===== src/ntr_pkg.sv =====
package ntr_pkg;

    localparam int OFFSET_BITS = 16;

    localparam int QUEUE_DEPTH    = 4;
    localparam int QUEUE_PTR_BITS = $clog2(QUEUE_DEPTH);
    localparam int QUEUE_CNT_BITS = $clog2(QUEUE_DEPTH + 1);

    typedef logic [OFFSET_BITS-1:0] offset_t;

    localparam logic [7:0] CH_ZERO  = 8'h30;
    localparam logic [7:0] CH_NINE  = 8'h39;
    localparam logic [7:0] CH_DOT   = 8'h2E;
    localparam logic [7:0] CH_PLUS  = 8'h2B;
    localparam logic [7:0] CH_MINUS = 8'h2D;
    localparam logic [7:0] CH_EXP_L = 8'h65;
    localparam logic [7:0] CH_EXP_U = 8'h45;

    localparam logic [1:0] TK_NONE  = 2'd0;
    localparam logic [1:0] TK_INT   = 2'd1;
    localparam logic [1:0] TK_FLOAT = 2'd2;

    typedef enum logic [2:0] {
        CC_ZERO,
        CC_DIGIT,
        CC_DOT,
        CC_EXPO,
        CC_SIGN,
        CC_OTHER,
        CC_END
    } char_class_t;

    typedef struct packed {
        char_class_t cls;
        logic        scan_start;
        offset_t     start_offset;
    } queue_entry_t;

endpackage


===== src/ntr_char_if.sv =====
interface ntr_char_if;
    logic        valid;
    logic        ready;
    logic [7:0]  char_code;
    logic        scan_start;
    logic [15:0] start_offset;
    logic        text_end;

    modport source (output valid, output char_code, output scan_start,
                    output start_offset, output text_end, input ready);
    modport sink   (input valid, input char_code, input scan_start,
                    input start_offset, input text_end, output ready);
endinterface


===== src/ntr_token_if.sv =====
interface ntr_token_if;
    logic        valid;
    logic        ready;
    logic [1:0]  token_kind;
    logic [15:0] token_begin;
    logic [15:0] token_end;

    modport source (output valid, output token_kind, output token_begin,
                    output token_end, input ready);
    modport sink   (input valid, input token_kind, input token_begin,
                    input token_end, output ready);
endinterface


===== src/number_token_recognizer.sv =====
// Throughput: one character transfer per cycle, sustained while the token receiver
// takes results; an untaken result stalls the queue, and a full queue stalls the input.
// Path: the result of a scan passes through the 4-entry queue and then the result
// register after the transfer of the character or end mark that closes it.
// Reset: rst_n clears the queue, the scan state and the result register;
// the block takes characters from the first cycle after reset.
module number_token_recognizer (
    input  logic        clk,
    input  logic        rst_n,
    ntr_char_if.sink    chars,
    ntr_token_if.source tokens
);

    logic                  push_valid, push_ready;
    logic                  pop_valid, pop_ready;
    ntr_pkg::queue_entry_t push_entry, pop_entry;

    ntr_front u_front (
        .chars      (chars),
        .push_valid (push_valid),
        .push_ready (push_ready),
        .push_entry (push_entry)
    );

    ntr_queue u_queue (
        .clk        (clk),
        .rst_n      (rst_n),
        .push_valid (push_valid),
        .push_ready (push_ready),
        .push_entry (push_entry),
        .pop_valid  (pop_valid),
        .pop_ready  (pop_ready),
        .pop_entry  (pop_entry)
    );

    ntr_back u_back (
        .clk       (clk),
        .rst_n     (rst_n),
        .pop_valid (pop_valid),
        .pop_ready (pop_ready),
        .pop_entry (pop_entry),
        .tokens    (tokens)
    );

endmodule


===== src/ntr_front.sv =====
module ntr_front (
    ntr_char_if.sink              chars,
    output logic                  push_valid,
    input  logic                  push_ready,
    output ntr_pkg::queue_entry_t push_entry
);

    ntr_pkg::char_class_t cls;

    always_comb
    begin
        if (chars.text_end)
            cls = ntr_pkg::CC_END;
        else if (chars.char_code == ntr_pkg::CH_ZERO)
            cls = ntr_pkg::CC_ZERO;
        else if (chars.char_code > ntr_pkg::CH_ZERO && chars.char_code <= ntr_pkg::CH_NINE)
            cls = ntr_pkg::CC_DIGIT;
        else if (chars.char_code == ntr_pkg::CH_DOT)
            cls = ntr_pkg::CC_DOT;
        else if (chars.char_code == ntr_pkg::CH_EXP_L || chars.char_code == ntr_pkg::CH_EXP_U)
            cls = ntr_pkg::CC_EXPO;
        else if (chars.char_code == ntr_pkg::CH_PLUS || chars.char_code == ntr_pkg::CH_MINUS)
            cls = ntr_pkg::CC_SIGN;
        else
            cls = ntr_pkg::CC_OTHER;
    end

    assign push_valid              = chars.valid;
    assign chars.ready             = push_ready;
    assign push_entry.cls          = cls;
    assign push_entry.scan_start   = chars.scan_start;
    assign push_entry.start_offset = ntr_pkg::offset_t'(chars.start_offset);

endmodule


===== src/ntr_queue.sv =====
module ntr_queue (
    input  logic                  clk,
    input  logic                  rst_n,
    input  logic                  push_valid,
    output logic                  push_ready,
    input  ntr_pkg::queue_entry_t push_entry,
    output logic                  pop_valid,
    input  logic                  pop_ready,
    output ntr_pkg::queue_entry_t pop_entry
);

    ntr_pkg::queue_entry_t mem [ntr_pkg::QUEUE_DEPTH];

    logic [ntr_pkg::QUEUE_PTR_BITS-1:0] wr_ptr_reg, wr_ptr_next;
    logic [ntr_pkg::QUEUE_PTR_BITS-1:0] rd_ptr_reg, rd_ptr_next;
    logic [ntr_pkg::QUEUE_CNT_BITS-1:0] count_reg, count_next;
    logic do_push, do_pop;

    assign push_ready = count_reg != ntr_pkg::QUEUE_CNT_BITS'(ntr_pkg::QUEUE_DEPTH);
    assign pop_valid  = count_reg != '0;
    assign pop_entry  = mem[rd_ptr_reg];
    assign do_push    = push_valid && push_ready;
    assign do_pop     = pop_valid && pop_ready;

    always_comb
    begin
        wr_ptr_next = do_push ? wr_ptr_reg + 1'b1 : wr_ptr_reg;
        rd_ptr_next = do_pop ? rd_ptr_reg + 1'b1 : rd_ptr_reg;
        count_next  = count_reg;
        if (do_push && !do_pop)
            count_next = count_reg + 1'b1;
        else if (do_pop && !do_push)
            count_next = count_reg - 1'b1;
    end

    always_ff @(posedge clk)
    begin
        if (do_push)
            mem[wr_ptr_reg] <= push_entry;
    end

    always_ff @(posedge clk or negedge rst_n)
    begin
        if (!rst_n)
        begin
            wr_ptr_reg <= '0;
            rd_ptr_reg <= '0;
            count_reg  <= '0;
        end
        else
        begin
            wr_ptr_reg <= wr_ptr_next;
            rd_ptr_reg <= rd_ptr_next;
            count_reg  <= count_next;
        end
    end

endmodule


===== src/ntr_back.sv =====
module ntr_back (
    input  logic                  clk,
    input  logic                  rst_n,
    input  logic                  pop_valid,
    output logic                  pop_ready,
    input  ntr_pkg::queue_entry_t pop_entry,
    ntr_token_if.source           tokens
);

    typedef enum logic [3:0] {
        PH_IDLE,
        PH_START,
        PH_SIGN,
        PH_INT,
        PH_ZERO,
        PH_DOT,
        PH_FRAC,
        PH_EXP,
        PH_EXPSIGN,
        PH_EXPDIGITS
    } phase_t;

    phase_t           phase_reg, phase_next;
    phase_t           ph_cur, ph_adv;
    ntr_pkg::offset_t begin_reg, begin_next;
    ntr_pkg::offset_t cursor_reg, cursor_next;
    logic             seen_reg, seen_next;
    logic             out_valid_reg, out_valid_next;
    logic [1:0]       kind_reg, kind_next;
    logic [15:0]      tbegin_reg, tbegin_next;
    logic [15:0]      tend_reg, tend_next;
    logic             take;
    logic             active;
    logic             complete;
    ntr_pkg::offset_t beg_cur, cur_cur;
    logic             seen_cur;

    assign pop_ready = !out_valid_reg || tokens.ready;
    assign take      = pop_valid && pop_ready;

    always_comb
    begin
        if (pop_entry.scan_start)
        begin
            ph_cur   = PH_START;
            beg_cur  = pop_entry.start_offset;
            cur_cur  = pop_entry.start_offset;
            seen_cur = 1'b0;
        end
        else
        begin
            ph_cur   = phase_reg;
            beg_cur  = begin_reg;
            cur_cur  = cursor_reg;
            seen_cur = seen_reg;
        end
        active = ph_cur != PH_IDLE;
    end

    // next phase, idle when the character cannot extend the number
    always_comb
    begin
        ph_adv = PH_IDLE;
        unique case (ph_cur)
            PH_START:
            begin
                unique case (pop_entry.cls)
                    ntr_pkg::CC_SIGN:  ph_adv = PH_SIGN;
                    ntr_pkg::CC_ZERO:  ph_adv = PH_ZERO;
                    ntr_pkg::CC_DIGIT: ph_adv = PH_INT;
                    default:           ph_adv = PH_IDLE;
                endcase
            end
            PH_SIGN:
            begin
                unique case (pop_entry.cls)
                    ntr_pkg::CC_ZERO:  ph_adv = PH_ZERO;
                    ntr_pkg::CC_DIGIT: ph_adv = PH_INT;
                    default:           ph_adv = PH_IDLE;
                endcase
            end
            PH_INT:
            begin
                unique case (pop_entry.cls) inside
                    ntr_pkg::CC_ZERO, ntr_pkg::CC_DIGIT: ph_adv = PH_INT;
                    ntr_pkg::CC_DOT:                     ph_adv = PH_DOT;
                    ntr_pkg::CC_EXPO:                    ph_adv = PH_EXP;
                    default:                             ph_adv = PH_IDLE;
                endcase
            end
            PH_ZERO:
            begin
                unique case (pop_entry.cls)
                    ntr_pkg::CC_DOT:  ph_adv = PH_DOT;
                    ntr_pkg::CC_EXPO: ph_adv = PH_EXP;
                    default:          ph_adv = PH_IDLE;
                endcase
            end
            PH_DOT:
            begin
                unique case (pop_entry.cls) inside
                    ntr_pkg::CC_ZERO, ntr_pkg::CC_DIGIT: ph_adv = PH_FRAC;
                    default:                             ph_adv = PH_IDLE;
                endcase
            end
            PH_FRAC:
            begin
                unique case (pop_entry.cls) inside
                    ntr_pkg::CC_ZERO, ntr_pkg::CC_DIGIT: ph_adv = PH_FRAC;
                    ntr_pkg::CC_EXPO:                    ph_adv = PH_EXP;
                    default:                             ph_adv = PH_IDLE;
                endcase
            end
            PH_EXP:
            begin
                unique case (pop_entry.cls) inside
                    ntr_pkg::CC_SIGN:                    ph_adv = PH_EXPSIGN;
                    ntr_pkg::CC_ZERO, ntr_pkg::CC_DIGIT: ph_adv = PH_EXPDIGITS;
                    default:                             ph_adv = PH_IDLE;
                endcase
            end
            PH_EXPSIGN, PH_EXPDIGITS:
            begin
                unique case (pop_entry.cls) inside
                    ntr_pkg::CC_ZERO, ntr_pkg::CC_DIGIT: ph_adv = PH_EXPDIGITS;
                    default:                             ph_adv = PH_IDLE;
                endcase
            end
            default: ph_adv = PH_IDLE;
        endcase
    end

    assign complete = ph_cur == PH_INT || ph_cur == PH_ZERO ||
                      ph_cur == PH_FRAC || ph_cur == PH_EXPDIGITS;

    always_comb
    begin
        phase_next     = phase_reg;
        begin_next     = begin_reg;
        cursor_next    = cursor_reg;
        seen_next      = seen_reg;
        out_valid_next = out_valid_reg && !tokens.ready;
        kind_next      = kind_reg;
        tbegin_next    = tbegin_reg;
        tend_next      = tend_reg;
        if (take && active)
        begin
            begin_next = beg_cur;
            if (ph_adv != PH_IDLE)
            begin
                phase_next  = ph_adv;
                cursor_next = cur_cur + ntr_pkg::offset_t'(1);
                seen_next   = seen_cur || ph_adv == PH_DOT || ph_adv == PH_EXP;
            end
            else
            begin
                phase_next     = PH_IDLE;
                cursor_next    = cur_cur;
                seen_next      = seen_cur;
                out_valid_next = 1'b1;
                tbegin_next    = 16'(beg_cur);
                if (complete)
                begin
                    kind_next = seen_cur ? ntr_pkg::TK_FLOAT : ntr_pkg::TK_INT;
                    tend_next = 16'(cur_cur);
                end
                else
                begin
                    kind_next = ntr_pkg::TK_NONE;
                    tend_next = 16'(beg_cur);
                end
            end
        end
    end

    always_ff @(posedge clk or negedge rst_n)
    begin
        if (!rst_n)
        begin
            phase_reg     <= PH_IDLE;
            begin_reg     <= '0;
            cursor_reg    <= '0;
            seen_reg      <= 1'b0;
            out_valid_reg <= 1'b0;
            kind_reg      <= ntr_pkg::TK_NONE;
            tbegin_reg    <= '0;
            tend_reg      <= '0;
        end
        else
        begin
            phase_reg     <= phase_next;
            begin_reg     <= begin_next;
            cursor_reg    <= cursor_next;
            seen_reg      <= seen_next;
            out_valid_reg <= out_valid_next;
            kind_reg      <= kind_next;
            tbegin_reg    <= tbegin_next;
            tend_reg      <= tend_next;
        end
    end

    assign tokens.valid       = out_valid_reg;
    assign tokens.token_kind  = kind_reg;
    assign tokens.token_begin = tbegin_reg;
    assign tokens.token_end   = tend_reg;

    a_kind_legal: assert property (@(posedge clk) disable iff (!rst_n)
        out_valid_reg |-> (kind_reg == ntr_pkg::TK_NONE || kind_reg == ntr_pkg::TK_INT ||
                           kind_reg == ntr_pkg::TK_FLOAT))
        else $error("illegal token kind");

    a_none_empty: assert property (@(posedge clk) disable iff (!rst_n)
        (out_valid_reg && kind_reg == ntr_pkg::TK_NONE) |-> tbegin_reg == tend_reg)
        else $error("no-number result with non-empty span");

    a_seen_set: assert property (@(posedge clk) disable iff (!rst_n)
        (phase_reg == PH_DOT || phase_reg == PH_FRAC || phase_reg == PH_EXP ||
         phase_reg == PH_EXPSIGN || phase_reg == PH_EXPDIGITS) |-> seen_reg)
        else $error("fraction or exponent phase without seen flag");

    a_seen_clear: assert property (@(posedge clk) disable iff (!rst_n)
        (phase_reg == PH_START || phase_reg == PH_SIGN || phase_reg == PH_INT ||
         phase_reg == PH_ZERO) |-> !seen_reg)
        else $error("integer phase with seen flag set");

    a_no_overwrite: assert property (@(posedge clk) disable iff (!rst_n)
        (out_valid_reg && !tokens.ready) |=> (out_valid_reg && $stable(tend_reg)))
        else $error("pending result overwritten");

endmodule


===== src/flat_wrapper.sv =====
// flat-port wrapper written by rule: the top's interface ports become plain ports
module number_token_recognizer_flat 
  (clk, rst_n, chars_valid, chars_char_code, chars_scan_start, chars_start_offset, chars_text_end, chars_ready, tokens_valid, tokens_token_kind, tokens_token_begin, tokens_token_end, tokens_ready);
  ntr_char_if chars_i ();
  ntr_token_if tokens_i ();
  input  logic clk;
  input  logic rst_n;
  input wire logic [$bits(chars_i.valid)-1:0] chars_valid;
  input wire logic [$bits(chars_i.char_code)-1:0] chars_char_code;
  input wire logic [$bits(chars_i.scan_start)-1:0] chars_scan_start;
  input wire logic [$bits(chars_i.start_offset)-1:0] chars_start_offset;
  input wire logic [$bits(chars_i.text_end)-1:0] chars_text_end;
  output wire logic [$bits(chars_i.ready)-1:0] chars_ready;
  output wire logic [$bits(tokens_i.valid)-1:0] tokens_valid;
  output wire logic [$bits(tokens_i.token_kind)-1:0] tokens_token_kind;
  output wire logic [$bits(tokens_i.token_begin)-1:0] tokens_token_begin;
  output wire logic [$bits(tokens_i.token_end)-1:0] tokens_token_end;
  input wire logic [$bits(tokens_i.ready)-1:0] tokens_ready;
  assign chars_i.valid = chars_valid;
  assign chars_i.char_code = chars_char_code;
  assign chars_i.scan_start = chars_scan_start;
  assign chars_i.start_offset = chars_start_offset;
  assign chars_i.text_end = chars_text_end;
  assign chars_ready = chars_i.ready;
  assign tokens_valid = tokens_i.valid;
  assign tokens_token_kind = tokens_i.token_kind;
  assign tokens_token_begin = tokens_i.token_begin;
  assign tokens_token_end = tokens_i.token_end;
  assign tokens_i.ready = tokens_ready;
  number_token_recognizer u_core (.clk(clk), .rst_n(rst_n), .chars(chars_i), .tokens(tokens_i));
endmodule

===== config.mk =====
export PLATFORM = sky130hd
export DESIGN_NAME = number_token_recognizer_flat
export DESIGN_NICKNAME = d
export VERILOG_FILES = /design/src/ntr_pkg.sv /design/src/ntr_char_if.sv /design/src/ntr_token_if.sv /design/src/number_token_recognizer.sv /design/src/ntr_front.sv /design/src/ntr_queue.sv /design/src/ntr_back.sv /design/src/flat_wrapper.sv
export SDC_FILE = /design/constraint.sdc
export NUM_CORES = 1
export LEC_CHECK = 0
export ABC_AREA = 1
export BUFFER_PORTS_ARGS = -buffer_cell sky130_fd_sc_hd__buf_2
export CORE_MARGIN = 8
export CORE_UTILIZATION = 40
export DETAILED_ROUTE_END_ITERATION = 10
export GPL_TIMING_DRIVEN = 0
export SETUP_SLACK_MARGIN = 0.5
export SYNTH_ARGS = -nofsm -noshare
export SYNTH_HDL_FRONTEND = slang
export SYNTH_SLANG_ARGS = --single-unit
export TNS_END_PERCENT = 50

===== constraint.sdc =====
create_clock -name clk -period 5.4 [get_ports clk]
set_input_delay 0.81 -clock clk [delete_from_list [all_inputs] [get_ports clk]]
set_output_delay 0.81 -clock clk [all_outputs]
set_load 0.05 [all_outputs]

# Word level (Yosys, flattened, before mapping)
# Memories as Yosys holds them, arrays and structs flattened.
# Index checks and enable logic that the tools add are counted.
# op_classes
order_cmp	2
bitwise_logic	1
n_reduce_logical	27
addsub	5
muxes	31
n_eq_ne	22
# op_table
cell	count
$mux 16	4
$eq 8x6->1 const B	4
$pmux 4 s8	1
$eq 4x3->1 const B	6
$mux 3	8
$pmux 3 s2	3
$pmux 3 s3	2
$add 16x1->16 const B	1
$eq 8x7->1 const B	2
$mux 4	3
$eq 4x2->1 const B	2
$eq 4x4->1 const B	2
$gt 8x6->1 const B	1
$le 8x6->1 const B	1
$logic_or 1x1->1	8
$pmux 4 s2	1
$reduce_bool 4->1	2
$logic_and 1x1->1	7
$mux 1	7
$eq 3x2->1 const B	2
$add 2x1->2 const B	2
$eq 4x1->1 const B	1
$logic_not 1->1	4
$mux 2	2
other kinds (11)	12
# word_totals
elab_cells	100
out_inout_bits	36
in_bits	30
mem_count	1
ram_bits	80
register_bits	79
# mem_list
memory	words	width	read_ports	rd_ports_with_merged_regs	write_ports	line_no	source
u_core.u_queue.mem	4	20	1	0	1	ntr_queue.sv:12	ntr_pkg::queue_entry_t mem [ntr_pkg::QUEUE_DEPTH];

# Longest topological paths before layout
# An unclocked memory read counts as a cell.
# logic_depth
word_depth	9
ltp_mapped	19
depth_no_buf	17

# Hierarchy
# From an unflattened synthesis, not the netlist that was laid out.
# hier_totals
hier_cells	965
hier_area_um2	8161.6
# by_module_without_submodules
mod	instances	cells_each	seq_area_each_um2	area_each_um2
ntr_back	1	612	1801.7	4169.0
ntr_queue	1	292	2577.5	3659.8
ntr_front	1	61	0.0	332.8

# Least setup slack after synthesis
# No wires, ideal clock.
# synth_path
path_kind	reg-to-reg
startpoint	reg u_core.u_queue.count_reg[0] (netlist bit)
endpoint	mem u_core.u_queue.mem[0][0] (netlist bit) (enable)
stages_incl_launch_ff	5
period_less_slack_ns	2.427
setup_time_ns	0.397
required_ns	5.003
setup_slack_ns	2.973
path_buffers	0
t_arrival_ns	2.030
path_cell_list	dfrtp_1 inv_1 nand3_1 nand2_1 nor2_1
# synth_between
elab_chain_cells	4
# synth_rtl
item	line_no	source
start: declaration	ntr_queue.sv:16	logic [ntr_pkg::QUEUE_CNT_BITS-1:0] count_reg, count_next;
start signal: assignment	ntr_queue.sv:54	count_reg <= count_next;
$ne 3x3->1	ntr_queue.sv:19	assign push_ready = count_reg != ntr_pkg::QUEUE_CNT_BITS'(ntr_pkg::QUEUE_DEPTH);
named net chars_ready	flat_wrapper.sv:13	output wire logic [$bits(chars_i.ready)-1:0] chars_ready;
$logic_and 1x1->1	ntr_queue.sv:22	assign do_push = push_valid && push_ready;
$mux 1	ntr_queue.sv:38	if (do_push)
$mux 1 (not written as such)	ntr_queue.sv:39	mem[wr_ptr_reg] <= push_entry;
end: declaration	ntr_queue.sv:12	
# The timed path passes the listed nets, and every way through them passes these cells.

# Worst setup path after layout
# layout_path
startpoint	reg u_core.u_queue.rd_ptr_reg[1] (netlist bit)
endpoint	reg u_core.u_back.cursor_reg[14]
# layout_between
elab_chain_cells	7
elab_cells_between_ends	33
classes_between	add/sub: 1; eq/ne: 13; mux: 12; reduce/logical: 6; memory: 1
# layout_rtl
item	line_no	source
start: declaration	ntr_queue.sv:15	logic [ntr_pkg::QUEUE_PTR_BITS-1:0] rd_ptr_reg, rd_ptr_next;
start signal: assignment	ntr_queue.sv:53	rd_ptr_reg <= rd_ptr_next;
$mem_v2 4x20 *	--	
$eq 3x1->1, or another cell as far along	ntr_back.sv:67, ntr_back.sv:76	
$reduce_or 2->1 or $eq 4x4->1 (tied branches)	--	
$pmux 3 s3, or another cell as far along	ntr_back.sv:84	unique case (pop_entry.cls) inside
$pmux 4 s8	ntr_back.sv:64	unique case (ph_cur)
$reduce_bool 4->1	ntr_back.sv:149	if (ph_adv != PH_IDLE)
$mux 16	ntr_back.sv:149	
end signal: assignment	ntr_back.sv:193	cursor_reg <= cursor_next;
end: declaration	ntr_back.sv:26	ntr_pkg::offset_t cursor_reg, cursor_next;
# Every way passes the cells marked *; elsewhere a longest branch is shown, timed or not.
# A chain may end at the register's enable or synchronous reset.

==> out/summary.txt <==
Status -> complete, no violations
Pins over their slew limit -> 0
Die X -> 157 µm
DR pass1 iterations -> 5
Clock Sinks -> 159
Cell variety after synth -> 37
Ports -> 66
Hold Buf Count CTS -> 0
Worst-Margin Slew -> 0.598 ns
Total GRT Usage -> 15.9%
Cell Area, Synth -> 7960 µm²
Commonest non-fill, non-tap cell in the layout -> nand2_1
Min Tclk post-route -> 3.02 ns
Most frequent cells in the layout -> nand2_1 (379), inv_1 (93), o21ai_0 (90)
Worst Clk Skew -> 0.00916 ns
Vias per cell -> 4.73
Port Buffers -> 65
CP max FO -> 10
Synth Area per Inst -> 8.22 µm²
FP Rows -> 51
Peak Freq -> 331 MHz
Setup-failing EPs final -> 0
Hold Vio Cnt, Final -> 0
Core area -> 19500 µm²
Hold crit path type -> in -> async
Yosys top cell area share -> 30.2%
Share of cells above drive strength 1 -> 13.6%
Worst Path Class, Setup -> reg -> reg
Vias -> 6312
Number of synthesized flops with an enable pin -> 80
Total negative slack -> 0 ns
Largest area contributor in the netlist -> edfxtp_1
CP cell instances -> inv_2 > buf_2 > buf_2 > nand3_1 > nand2_1 > nand2_1 > nand2_1 > ha_1 > nand2_1 > nor3_1 > nand3_1 > nand2_1 > nand2_1 > nand2_1 > nand2_1 > nand2_1 > nand2_1
Max incr delay on CP -> 0.45 ns
Final worst path period share -> 55.9%
Largest net degree at the start of global routing -> 42
Synth top area cells -> edfxtp_1 (30%), dfrtp_1 (25%), nand2_1 (18%)
Chip Height -> 157 µm
First-pass GRT wire length -> 30700 µm
CP Capture Type -> flop
Top cell by count, worst path -> nand2_1
N_diodes -> 0
Grt ovf -> 0
Num CTS Buffers -> 17
Clock Tree Buf Depth -> 2
Arr. time, crit path -> 3.34 ns
# Max-Cap Violations -> 0
Die area -> 24700 µm²
RSZ-0062 raised after global routing -> false
Synth warn -> 0
Reg with most FFs -> u_core.u_queue.mem
Clk root buf -> clkbuf_16
H-tree levels -> 4
Async set or reset register ratio after synthesis -> 49.7%
Worst-path cell with the longest stage delay -> dfrtp_1
Number of remaining DRC errors -> 0
Main synth FF type -> edfxtp_1
Sequential area share after synthesis -> 55.0%
Synthesized Nets -> 1005
Relative slew slack -> 59.7%
Routed len/inst -> 14.0 µm
Routed Antenna Nets -> 0
CTS tree -> built
Initial antenna violation count -> 0
Post-CTS resize count -> 0
# Post-CTS Setup Buffers -> 0
Initial Util -> 40.8%
Vias in the first global route -> 6100
CTS clock-pin slew for the worst setup and hold paths -> 0.07 ns
Largest register FFs -> 80
Layout area overhead -> 16.8%
Gpl congestion -> 0.891
Synthesized instance count -> 968
Fillers -> 1951
Hpwl dp -> 13900 µm
Routed WL -> 18700 µm
Nets -> 1094
Clock Latency Late Sink -> 0.43 ns
Post-synthesis register bit count -> 159
Detailed Route Iter0 Violations -> 467
Startpoint types -> flop
CP required -> 5.73 ns
[critical path: cells and delay by family, from the launching register on]
kind                     cells  cell delay (ns)
buffers and inverters        3             0.67
AND/OR/NAND/NOR             13             1.50
adder cells (fa/ha/maj)      1             0.27
flip-flops                   1             0.45
[metal layers]
metal | vias up | GRT usage [%] | part of all wire, %
li1 | 3274 | - | -
met4 | 0 | 6.12 | 2.0
met3 | 24 | 3.35 | 4.7
met1 | 2881 | 21.7 | 49
met5 | - | 0 | 0
met2 | 133 | 24.5 | 44
[metrics by stage]
stage	instance area [µm²]	cells	setup WS [ns]	hold WS [ns]	utilization (%)
2_1_floorplan	7960	968	2.97	0.449	-
3_3_place_gp	8620	1298	2.34	0.459	44.1
3_5_place_dp	8740	1303	2.35	0.466	44.7
4_1_cts	9300	1335	2.35	0.356	47.6
5_1_grt	9300	1335	2.14	0.371	47.6
6_report	9300	1335	2.38	0.346	47.6
[worst paths after layout]
kind / start / end / slack [ns] / cells past startpoint
hold reg to reg: u_core.u_back.tokens.token_begin[15] / u_core.u_back.tokens.token_begin[15] / 0.48 / 2
max in group asynchronous: rst_n / u_core.u_back.begin_reg[15] / 4.44 / 2
setup reg to reg: u_core.u_queue.rd_ptr_reg[1] / u_core.u_back.cursor_reg[14] / 2.38 / 17
min in group clk: u_core.u_back.tokens.token_begin[15] / u_core.u_back.tokens.token_begin[15] / 0.48 / 2
hold / removal: rst_n / u_core.u_back.tokens.token_begin[2] / 0.35 / 1
setup / recovery: u_core.u_queue.rd_ptr_reg[1] / u_core.u_back.cursor_reg[14] / 2.38 / 17
[Yosys cell counts (3+ instances only)]
cell / n
nand2_1: 379
inv_1: 93
o21ai_0: 90
edfxtp_1: 80
dfrtp_1: 79
nor2_1: 69
nand3_1: 58
o21ai_1: 18
clkbuf_1: 15
buf_2: 11
xor2_1: 9
buf_4: 7
nand4_1: 7
ha_1: 6
a21oi_1: 5
buf_6: 5
inv_2: 5
nand2_2: 4
nor3_1: 3
xnor2_1: 3
[layout make-up]
class                      count  area [µm²]  share of cell area, %
sequential                   159        4380                   47.1
timing repair buffer          70         433                   4.66
buffer                        40         230                   2.48
inverter                      99         372                   4.00
multi-input combinational    670        2990                   32.2
clock buffer                  18         429                   4.62
tap                          265         332                   3.57
clock inverter                14         130                   1.40
[kinds of logic (layout without fill, tap and decap cells)]
logic type / after synthesis / after routing / synth area share (%)
flops: 159 / 159 / 55.0
simple gates: 529 / 529 / 27.0
fa+ha+maj: 7 / 7 / 1.19
compound gates: 122 / 122 / 7.97
buf+inv: 139 / 241 / 7.56
xor+xnor: 12 / 12 / 1.32
Power is left out: the tool's default activity adds up to more than one toggle a clock period on the data nets, which glitch-free logic cannot reach.
